## src/rtl/disk_seek_schedule_total_unit_defines.svh

```systemverilog
// Assertion macros for the disk seek schedule total unit.
`ifndef DISK_SEEK_SCHEDULE_TOTAL_UNIT_DEFINES_SVH
`define DISK_SEEK_SCHEDULE_TOTAL_UNIT_DEFINES_SVH

// Overlapping implication, checked outside reset.
`define DSS_ASSERT_NOW(label, ante, cons, msg) \
  label: assert property (@(posedge clk) disable iff (!rst_n) (ante) |-> (cons)) \
    else $error(msg);

// Next-cycle implication, checked outside reset.
`define DSS_ASSERT_NEXT(label, ante, cons, msg) \
  label: assert property (@(posedge clk) disable iff (!rst_n) (ante) |=> (cons)) \
    else $error(msg);

`endif

```

## src/rtl/dss_pkg.sv

```systemverilog
// Types and constants shared by the disk seek schedule total unit.
package dss_pkg;

  typedef enum logic [5:0] {
    ST_IDLE = 6'b000001,
    ST_CLR  = 6'b000010,
    ST_PASS = 6'b000100,
    ST_RND  = 6'b001000,
    ST_FIN  = 6'b010000,
    ST_DONE = 6'b100000
  } state_t;

  localparam logic [2:0] MODE_FCFS  = 3'd0;
  localparam logic [2:0] MODE_SSTF  = 3'd1;
  localparam logic [2:0] MODE_SCAN  = 3'd2;
  localparam logic [2:0] MODE_CSCAN = 3'd3;
  localparam logic [2:0] MODE_LOOK  = 3'd4;
  localparam logic [2:0] MODE_CLOOK = 3'd5;

  localparam logic [1:0] REG_POLICY = 2'd0;
  localparam logic [1:0] REG_START  = 2'd1;
  localparam logic [1:0] REG_COUNT  = 2'd2;

  localparam int          ACC_W       = 24;
  localparam logic [12:0] CCOUNT_RST  = 13'd200;
  localparam logic [19:0] MOVE_MAX    = 20'hFFFFF;

endpackage

```

## src/rtl/disk_seek_schedule_total_unit.sv

```systemverilog
// Top level: disk head schedule total movement, loader plus iterative pass engine.
//
// Usage:
//   Requests arrive on in_valid/in_stall with in_cylinder and in_last, one per
//   cycle while the unit is loading. A request with in_last closes the batch;
//   the unit then stalls its input and walks the stored requests with one
//   shared compare/add datapath, reading one entry per cycle from the store.
//   One result (out_total_movement, out_overflow) leaves on out_valid/out_stall.
// Sequence after the last request (n = requests held):
//   FCFS: one pass for the running sum, then the result state.
//   SCAN, C-SCAN, LOOK, C-LOOK: one pass for min/max, a finish state,
//   then the result state.
//   SSTF: a clear pass over the n served marks, then n rounds, each a single
//   scan over the served marks and a round update, then the result state.
// Throughput: one request per cycle while loading; no new request is taken
//   while a batch is being computed.
// Stall: a result held by out_stall keeps its register; the unit still loads
//   the next batch, and waits in its final state if that batch finishes first.
// Reset: clears request count, drop flag, output valid and registers to their
//   defaults (policy FCFS, start 0, 200 cylinders). The store needs no clearing.
// Requests past MAX_REQUESTS are dropped and reported as overflow.
`include "disk_seek_schedule_total_unit_defines.svh"

module disk_seek_schedule_total_unit #(
  parameter int MAX_REQUESTS = 128
) (
  input  logic        clk,
  input  logic        rst_n,
  input  logic        cfg_we,
  input  logic [1:0]  cfg_index,
  input  logic [12:0] cfg_wdata,
  input  logic        in_valid,
  output logic        in_stall,
  input  logic [11:0] in_cylinder,
  input  logic        in_last,
  output logic        out_valid,
  input  logic        out_stall,
  output logic [19:0] out_total_movement,
  output logic        out_overflow
);

  localparam int AW = $clog2(MAX_REQUESTS);
  localparam int CW = $clog2(MAX_REQUESTS + 1);
  localparam int AC = dss_pkg::ACC_W;

  // configuration registers
  logic [2:0]  policy_r;
  logic [11:0] start_r;
  logic [12:0] ccount_r;

  // control
  dss_pkg::state_t state_r, state_nxt;
  logic [CW-1:0] cnt_r, cnt_nxt;
  logic          drop_r, drop_nxt;
  logic          ovf_r, ovf_nxt;
  logic          oval_r, oval_nxt;
  logic          iss_act_r, iss_act_nxt;
  logic          p_vld_r, p_vld_nxt;
  logic [AW-1:0] iss_idx_r, iss_idx_nxt;
  logic [CW-1:0] rnd_r, rnd_nxt;

  // datapath
  logic [AW-1:0] p_idx_r, p_idx_nxt;
  logic [AC-1:0] acc_r, acc_nxt;
  logic [11:0]   head_r, head_nxt;
  logic          found_r, found_nxt;
  logic [11:0]   bestd_r, bestd_nxt;
  logic [11:0]   bestv_r, bestv_nxt;
  logic [AW-1:0] besti_r, besti_nxt;
  logic [11:0]   mn_r, mn_nxt;
  logic [11:0]   mx_r, mx_nxt;
  logic [11:0]   ml_r, ml_nxt;
  logic [19:0]   otot_r, otot_nxt;
  logic          oovf_r, oovf_nxt;

  // memories
  logic [11:0] req_mem [MAX_REQUESTS];
  logic        mark_mem [MAX_REQUESTS];
  logic [11:0] rd_val_r;
  logic        rd_mark_r;
  logic        rd_en, st_we, mk_we, mk_wd;
  logic [AW-1:0] mk_wa;

  logic in_acc, out_free, has_room, is_sstf, is_fcfs, iss_end;
  logic [11:0] d_cur;
  logic [12:0] top, hd3;
  logic [13:0] fin_sum;

  assign in_stall = (state_r != dss_pkg::ST_IDLE);
  assign in_acc   = in_valid && !in_stall;
  assign out_free = !oval_r || !out_stall;
  assign has_room = (cnt_r < CW'(MAX_REQUESTS));
  assign is_sstf  = (policy_r == dss_pkg::MODE_SSTF);
  assign is_fcfs  = (policy_r == dss_pkg::MODE_FCFS) || (policy_r > dss_pkg::MODE_CLOOK);
  assign iss_end  = (CW'(iss_idx_r) == cnt_r - CW'(1));

  assign out_valid          = oval_r;
  assign out_total_movement = otot_r;
  assign out_overflow       = oovf_r;

  // distance of the entry in flight from the head
  assign d_cur = (rd_val_r > head_r) ? rd_val_r - head_r : head_r - rd_val_r;

  // sweep policies reduce to min, max and largest-below-start; see finish
  assign top = (ccount_r != 13'd0) ? ccount_r - 13'd1 : 13'd0;
  assign hd3 = (mx_r >= start_r) ? {1'b0, mx_r} : {1'b0, start_r};

  always_comb begin
    fin_sum = '0;
    case (policy_r)
      dss_pkg::MODE_SCAN: begin
        fin_sum = {2'b0, start_r} + ((mx_r > start_r) ? {2'b0, mx_r} : 14'd0);
      end
      dss_pkg::MODE_LOOK: begin
        if (mn_r <= start_r && mx_r > start_r) begin
          fin_sum = {2'b0, start_r - mn_r} + {2'b0, mx_r - mn_r};
        end else if (mn_r <= start_r) begin
          fin_sum = {2'b0, start_r - mn_r};
        end else begin
          fin_sum = {2'b0, mx_r - start_r};
        end
      end
      dss_pkg::MODE_CSCAN: begin
        fin_sum = ((mx_r >= start_r) ? {2'b0, mx_r - start_r} : 14'd0)
                + {1'b0, (top > hd3) ? top - hd3 : hd3 - top}
                + ((mn_r < start_r) ? {2'b0, ml_r} : 14'd0);
      end
      dss_pkg::MODE_CLOOK: begin
        fin_sum = ((mx_r >= start_r) ? {2'b0, mx_r - start_r} : 14'd0)
                + ((mn_r < start_r) ? {2'b0, ml_r - mn_r} : 14'd0);
      end
      default: fin_sum = '0;
    endcase
  end

  // sequencer
  always_comb begin
    state_nxt   = state_r;
    cnt_nxt     = cnt_r;
    drop_nxt    = drop_r;
    ovf_nxt     = ovf_r;
    oval_nxt    = oval_r && out_stall;
    iss_act_nxt = iss_act_r;
    p_vld_nxt   = 1'b0;
    iss_idx_nxt = iss_idx_r;
    rnd_nxt     = rnd_r;
    p_idx_nxt   = iss_idx_r;
    acc_nxt     = acc_r;
    head_nxt    = head_r;
    found_nxt   = found_r;
    bestd_nxt   = bestd_r;
    bestv_nxt   = bestv_r;
    besti_nxt   = besti_r;
    mn_nxt      = mn_r;
    mx_nxt      = mx_r;
    ml_nxt      = ml_r;
    otot_nxt    = otot_r;
    oovf_nxt    = oovf_r;
    rd_en       = 1'b0;
    st_we       = 1'b0;
    mk_we       = 1'b0;
    mk_wd       = 1'b0;
    mk_wa       = iss_idx_r;

    case (state_r)
      dss_pkg::ST_IDLE: begin
        if (in_acc) begin
          if (has_room) begin
            st_we   = 1'b1;
            cnt_nxt = cnt_r + CW'(1);
          end else begin
            drop_nxt = 1'b1;
          end
          if (in_last) begin
            ovf_nxt     = drop_r || !has_room;
            iss_idx_nxt = '0;
            rnd_nxt     = '0;
            acc_nxt     = '0;
            head_nxt    = start_r;
            found_nxt   = 1'b0;
            mn_nxt      = 12'hFFF;
            mx_nxt      = '0;
            ml_nxt      = '0;
            if (is_sstf) begin
              state_nxt = dss_pkg::ST_CLR;
            end else begin
              state_nxt   = dss_pkg::ST_PASS;
              iss_act_nxt = 1'b1;
            end
          end
        end
      end
      dss_pkg::ST_CLR: begin
        mk_we = 1'b1;
        if (iss_end) begin
          iss_idx_nxt = '0;
          iss_act_nxt = 1'b1;
          state_nxt   = dss_pkg::ST_PASS;
        end else begin
          iss_idx_nxt = iss_idx_r + AW'(1);
        end
      end
      dss_pkg::ST_PASS: begin
        if (iss_act_r) begin
          rd_en     = 1'b1;
          p_vld_nxt = 1'b1;
          if (iss_end) begin
            iss_act_nxt = 1'b0;
          end else begin
            iss_idx_nxt = iss_idx_r + AW'(1);
          end
        end
        if (p_vld_r) begin
          if (is_sstf) begin
            if (!rd_mark_r && (!found_r || d_cur < bestd_r)) begin
              found_nxt = 1'b1;
              bestd_nxt = d_cur;
              bestv_nxt = rd_val_r;
              besti_nxt = p_idx_r;
            end
          end else if (is_fcfs) begin
            acc_nxt  = acc_r + AC'(d_cur);
            head_nxt = rd_val_r;
          end else begin
            if (rd_val_r < mn_r) mn_nxt = rd_val_r;
            if (rd_val_r > mx_r) mx_nxt = rd_val_r;
            if (rd_val_r < start_r && rd_val_r > ml_r) ml_nxt = rd_val_r;
          end
        end
        if (!iss_act_r && !p_vld_r) begin
          if (is_sstf) begin
            state_nxt = dss_pkg::ST_RND;
          end else if (is_fcfs) begin
            state_nxt = dss_pkg::ST_DONE;
          end else begin
            state_nxt = dss_pkg::ST_FIN;
          end
        end
      end
      dss_pkg::ST_RND: begin
        mk_we     = 1'b1;
        mk_wd     = 1'b1;
        mk_wa     = besti_r;
        acc_nxt   = acc_r + AC'(bestd_r);
        head_nxt  = bestv_r;
        found_nxt = 1'b0;
        rnd_nxt   = rnd_r + CW'(1);
        if (rnd_r + CW'(1) == cnt_r) begin
          state_nxt = dss_pkg::ST_DONE;
        end else begin
          iss_idx_nxt = '0;
          iss_act_nxt = 1'b1;
          state_nxt   = dss_pkg::ST_PASS;
        end
      end
      dss_pkg::ST_FIN: begin
        acc_nxt   = AC'(fin_sum);
        state_nxt = dss_pkg::ST_DONE;
      end
      dss_pkg::ST_DONE: begin
        if (out_free) begin
          oval_nxt  = 1'b1;
          otot_nxt  = (acc_r > AC'(dss_pkg::MOVE_MAX)) ? dss_pkg::MOVE_MAX : acc_r[19:0];
          oovf_nxt  = ovf_r;
          cnt_nxt   = '0;
          drop_nxt  = 1'b0;
          state_nxt = dss_pkg::ST_IDLE;
        end
      end
      default: state_nxt = dss_pkg::ST_IDLE;
    endcase
  end

  always_ff @(posedge clk) begin
    if (!rst_n) begin
      state_r   <= dss_pkg::ST_IDLE;
      cnt_r     <= '0;
      drop_r    <= 1'b0;
      ovf_r     <= 1'b0;
      oval_r    <= 1'b0;
      iss_act_r <= 1'b0;
      p_vld_r   <= 1'b0;
      policy_r  <= dss_pkg::MODE_FCFS;
      start_r   <= '0;
      ccount_r  <= dss_pkg::CCOUNT_RST;
    end else begin
      state_r   <= state_nxt;
      cnt_r     <= cnt_nxt;
      drop_r    <= drop_nxt;
      ovf_r     <= ovf_nxt;
      oval_r    <= oval_nxt;
      iss_act_r <= iss_act_nxt;
      p_vld_r   <= p_vld_nxt;
      if (cfg_we) begin
        case (cfg_index)
          dss_pkg::REG_POLICY: policy_r <= cfg_wdata[2:0];
          dss_pkg::REG_START:  start_r  <= cfg_wdata[11:0];
          dss_pkg::REG_COUNT:  ccount_r <= cfg_wdata;
          default: ;
        endcase
      end
    end
  end

  // payload registers
  always_ff @(posedge clk) begin
    iss_idx_r <= iss_idx_nxt;
    rnd_r     <= rnd_nxt;
    p_idx_r   <= p_idx_nxt;
    acc_r     <= acc_nxt;
    head_r    <= head_nxt;
    found_r   <= found_nxt;
    bestd_r   <= bestd_nxt;
    bestv_r   <= bestv_nxt;
    besti_r   <= besti_nxt;
    mn_r      <= mn_nxt;
    mx_r      <= mx_nxt;
    ml_r      <= ml_nxt;
    otot_r    <= otot_nxt;
    oovf_r    <= oovf_nxt;
  end

  // request store and served marks
  always_ff @(posedge clk) begin
    if (st_we) req_mem[cnt_r[AW-1:0]] <= in_cylinder;
    if (rd_en) rd_val_r <= req_mem[iss_idx_r];
  end

  always_ff @(posedge clk) begin
    if (mk_we) mark_mem[mk_wa] <= mk_wd;
    if (rd_en) rd_mark_r <= mark_mem[iss_idx_r];
  end

  `DSS_ASSERT_NOW(a_cnt_bound, 1'b1, cnt_r <= CW'(MAX_REQUESTS), "count past capacity")
  `DSS_ASSERT_NEXT(a_last_starts, in_acc && in_last, state_r != dss_pkg::ST_IDLE, "stuck idle")
  `DSS_ASSERT_NOW(a_rise_from_done, $rose(oval_r), $past(state_r) == dss_pkg::ST_DONE, "bad rise")

endmodule
```

## config.mk

```make
export PLATFORM = sky130hd
export DESIGN_NAME = disk_seek_schedule_total_unit
export DESIGN_NICKNAME = d
export VERILOG_FILES = /design/src/rtl/dss_pkg.sv /design/src/rtl/disk_seek_schedule_total_unit.sv
export VERILOG_INCLUDE_DIRS = /design/src /design/src/rtl
export SDC_FILE = /design/constraint.sdc
export NUM_CORES = 2
export LEC_CHECK = 0
export BUFFER_PORTS_ARGS = -buffer_cell sky130_fd_sc_hd__buf_2
export CAP_MARGIN = 40
export CORE_MARGIN = 1.5
export CORE_UTILIZATION = 63
export DETAILED_ROUTE_END_ITERATION = 6
export GPL_TIMING_DRIVEN = 1
export PLACE_DENSITY_LB_ADDON = 0.1
export RECOVER_POWER = 50
export SLEW_MARGIN = 20
export SYNTH_ARGS = -nofsm -noshare
export SYNTH_HDL_FRONTEND = slang
export SYNTH_SLANG_ARGS = --single-unit
```

## constraint.sdc

```tcl
create_clock -name clk -period 8.2 [get_ports clk]
set_input_delay 2.46 -clock clk [delete_from_list [all_inputs] [get_ports clk]]
set_output_delay 2.46 -clock clk [all_outputs]
set_load 0.01 [all_outputs]
```

==> impl_metrics.csv <==
group,metric,value,unit
synthesis,synth_mux_area_frac,0.1567,
timing,fin_worst_skew,34.82,ps
die,dieArea,0.1326,sq mm
timing,tns,0,ps
power_and_ir_drop,power.total,29670,uW
clocking,clockBufferDepth,3,
die,core,0.1295,sq mm
cells_and_area,layout.nets,5211,
timing,period_share,0.9400,
cells_and_area,final_cells,6837,
outcome,status,"finished with violations",
timing,period_minus_slack,7708,ps
power_and_ir_drop,leakagePower,0.03086,uW
routing,wl_per_cell,29.85,um
synthesis,syn_nets,4983,
critical_path,crit_required,8860,ps
place,routabilityCongestion,0.9510,
synthesis,synth-simple-area-share,0.05198,
flow_run,maxCapViolCount,35,
timing,final.setup.worst_slack,492.3,ps
timing,hold_viol_final,0,
critical_path,path_depth,4,
power_and_ir_drop,powerDensity,324.4,mW/mm^2
synthesis,synthXorXnorAreaFrac,0.01631,
critical_path,crit_path_frequent_cell,"mux4_2",
synthesis,yosys_warnings,0,
critical_path,endpoint_kind,"flip-flop",
synthesis,synth_top_family_by_area,"multiplexers",
global_routing,grt_pass1_vias,43630,
global_routing,grt_max_degree,134,
synthesis,synth_adder_area_share,0.03883,
cells_and_area,area_delta_synth_final,11.34,%
die,core.rowCount,132,
critical_path,crit_type,"reg2reg",
critical_path,path_max_fanout,111,
critical_path,cp_cell_sequence,"dlymetal6s4s_1, mux4_2, mux4_2, mux2_2",
global_routing,grt_pass1_wl,294200,um
critical_path,max_stage_delay,4980,ps
die,start_util,0.6345,
synthesis,synth_cell_types,73,
synthesis,synthesis.area,0.08216,sq mm
critical_path,slowest_stage,"dlymetal6s4s_1",
die,die_y,364.1,um
critical_path,arrival,8370,ps
routing,drcViolationCount,0,
place,hpwlAfterDp,127400,um
synthesis,syn_avg_cell_area,17.44,sq um
timing,drv_slew,1866,
critical_path,cp_top_family,"buffers and inverters",
clocking,cts_tree,"done",
routing,final_antenna_net_count,0,
cells_and_area,drive_gt1_frac,0.2166,
power_and_ir_drop,ir_drop,470.4,uV
routing,wl,204100,um
synthesis,async_reset_ff_frac,0,
timing,setup_viol,0,
timing,relSlewSlack,-3.764,
timing,max_freq,0.1297,GHz
critical_path,r2r_cells,4,
outcome,violations,"capacitance limit, slew limit",
die,dieWidth,364.1,um
cells_and_area,n_fill_cell,8213,
critical_path,cp_num_buf_inv,1,
global_routing,track_usage,0.3095,
worst_hold_path,hp-class,"reg2reg",
routing,drt-pass1-iter-count,5,
timing,tightestPinTransition,7146,ps
die,io_pins,56,
clocking,clock-sinks,1871,
place,placed_cells,6486,
synthesis,synth_area_leader_cell,"edfxtp_1",
synthesis,synth_top_cell_area_share,0.6641,
clocking,root_buffer,"clkbuf_16",
worst_hold_path,holdPathStages,0,
synthesis,synth-seq-area-share,0.6773,
routing,avgViaCountPerCell,6.566,
clocking,clkTransAtPathRegs,60,ps
global_routing,overflow,0,
clocking,numCtsBuffers,182,
routing,vias,44890,
timing,rsz0062_at_grt,"false",
global_routing,antenna_found_initial,12,
synthesis,synth_compound_area_frac,0.03925,
routing,first_iter_violations,5780,
place,dpl_worst_slack,495.2,ps
synthesis,synth-edff-count,1817,
clocking,htree_levels,4,
synthesis,ys_seq_elements,1871,
critical_path,worstSetupStartpointType,"flip-flop",
synthesis,ys_dominant_reg_cell,"edfxtp_1",
synthesis,syn_inst,4710,
place,portBuffers,55,
synthesis,synth.area.top_cells,"edfxtp_1, mux4_2, ha_1",
clocking,worst_skew_pair.late_latency,830,ps
worst paths after layout:
check	from	endpoint	slack [ps]
worst max register to register	iss_idx_r[4]$_DFFE_PP_	rd_val_r[3]$_DFFE_PP_	490
worst max-delay path	iss_idx_r[4]$_DFFE_PP_	rd_val_r[3]$_DFFE_PP_	490
worst min register to register	p_idx_r[3]$_DFF_P_	besti_r[3]$_DFFE_PP_	400
worst min-delay path	p_idx_r[3]$_DFF_P_	besti_r[3]$_DFFE_PP_	400
state kept, by name (all words and copies together), names as in the netlist, 8 cells and up:
name                count
rd_val_r               12
out_total_movement     20
acc_r                  24
mn_r                   12
cnt_r                   8
mark_mem              128
rnd_r                   8
bestd_r                12
head_r                 12
ml_r                   12
ccount_r               13
req_mem              1536
mx_r                   12
bestv_r                12
start_r                12
cell families (layout without fill, tap and decap cells):
kind of cell,after synthesis,after routing
AOI/OAI and AO/OA,488,488
xor gates and xnor gates,153,153
adders and majority gates,240,240
buffers and inverters,410,793
DFF,1871,1871
muxes,601,601
other,0,2
and+or+nand+nor,947,947
cell type report:
| class | count | area, sq um | share of cell area |
|---|---|---|---|
| multi-input cells | 2429 | 25020 | 0.2735 |
| repair buffers | 255 | 1839 | 0.02011 |
| diodes | 2 | 5.005 | 0.00005471 |
| clock inverters | 111 | 1217 | 0.01331 |
| flip-flops and latches | 1871 | 55640 | 0.6083 |
| clock buffers | 228 | 4821 | 0.05270 |
| well taps | 1742 | 2180 | 0.02383 |
| inverters | 199 | 748.2 | 0.008180 |
power by group:
| part | total (uW) | internal, uW | switching, uW |
|---|---|---|---|
| Sequential | 11100 | 10900 | 202 |
| Combinational | 10200 | 4430 | 5730 |
| Clock | 8460 | 4850 | 3610 |
Yosys cell counts (20+ instances only):
cell type and number:
fa_1 25, nand2_1 193, o21a_1 29, dfxtp_1 54, a21oi_1 133, edfxtp_1 1817
nand4_1 20, a21boi_0 20, xor2_1 58, inv_1 198, nand2b_1 44, xnor2_1 95
a21o_1 54, o21ai_0 91, ha_1 215, mux2_2 23, nor2b_1 47, mux4_2 546
nor3_1 40, nor2_1 441, nand3_1 51, mux2i_1 31, clkbuf_1 140, buf_2 52
through the flow:
step,utilization,cell area [sq um],hold slack (ps)
finish,0.7064,91470,399.4
global placement,0.6560,84940,386.6
CTS,0.7081,91690,395.4
global route,0.7064,91470,411.4
floorplan,-,82160,346.2
detailed placement,0.6615,85650,390.2
routing by layer:
metal | global-route usage | vias up | wire length, um
li1 | - | 19120 | -
met2 | 0.4763 | 2305 | 96610
met3 | 0.05692 | 390 | 17540
met4 | 0.1085 | 14 | 7860
met5 | 0 | - | 101
met1 | 0.4531 | 23060 | 81940
repair_timing:
action	CTS	global route
setup buffers	0	1
setup endpoints to repair	0	2
hold buffers	0	0
resized for setup	0	2
hold endpoints to repair	0	0
cells in the final DEF, fill, tap and decap left out, drive strengths merged, types with 25 or more instances in the layout:
master	count
dfxtp	54
a21oi	133
clkbuf	284
o21a	29
edfxtp	1817
ha	215
buf	198
mux4	546
nand2	193
fa	25
a21o	54
mux2i	31
xnor2	95
inv	204
xor2	58
nand2b	44
nor3	40
o21ai	93
nor2b	47
nor2	441
clkinv	77
nand3	51
Note: power is estimated with default switching activity, not from simulation.
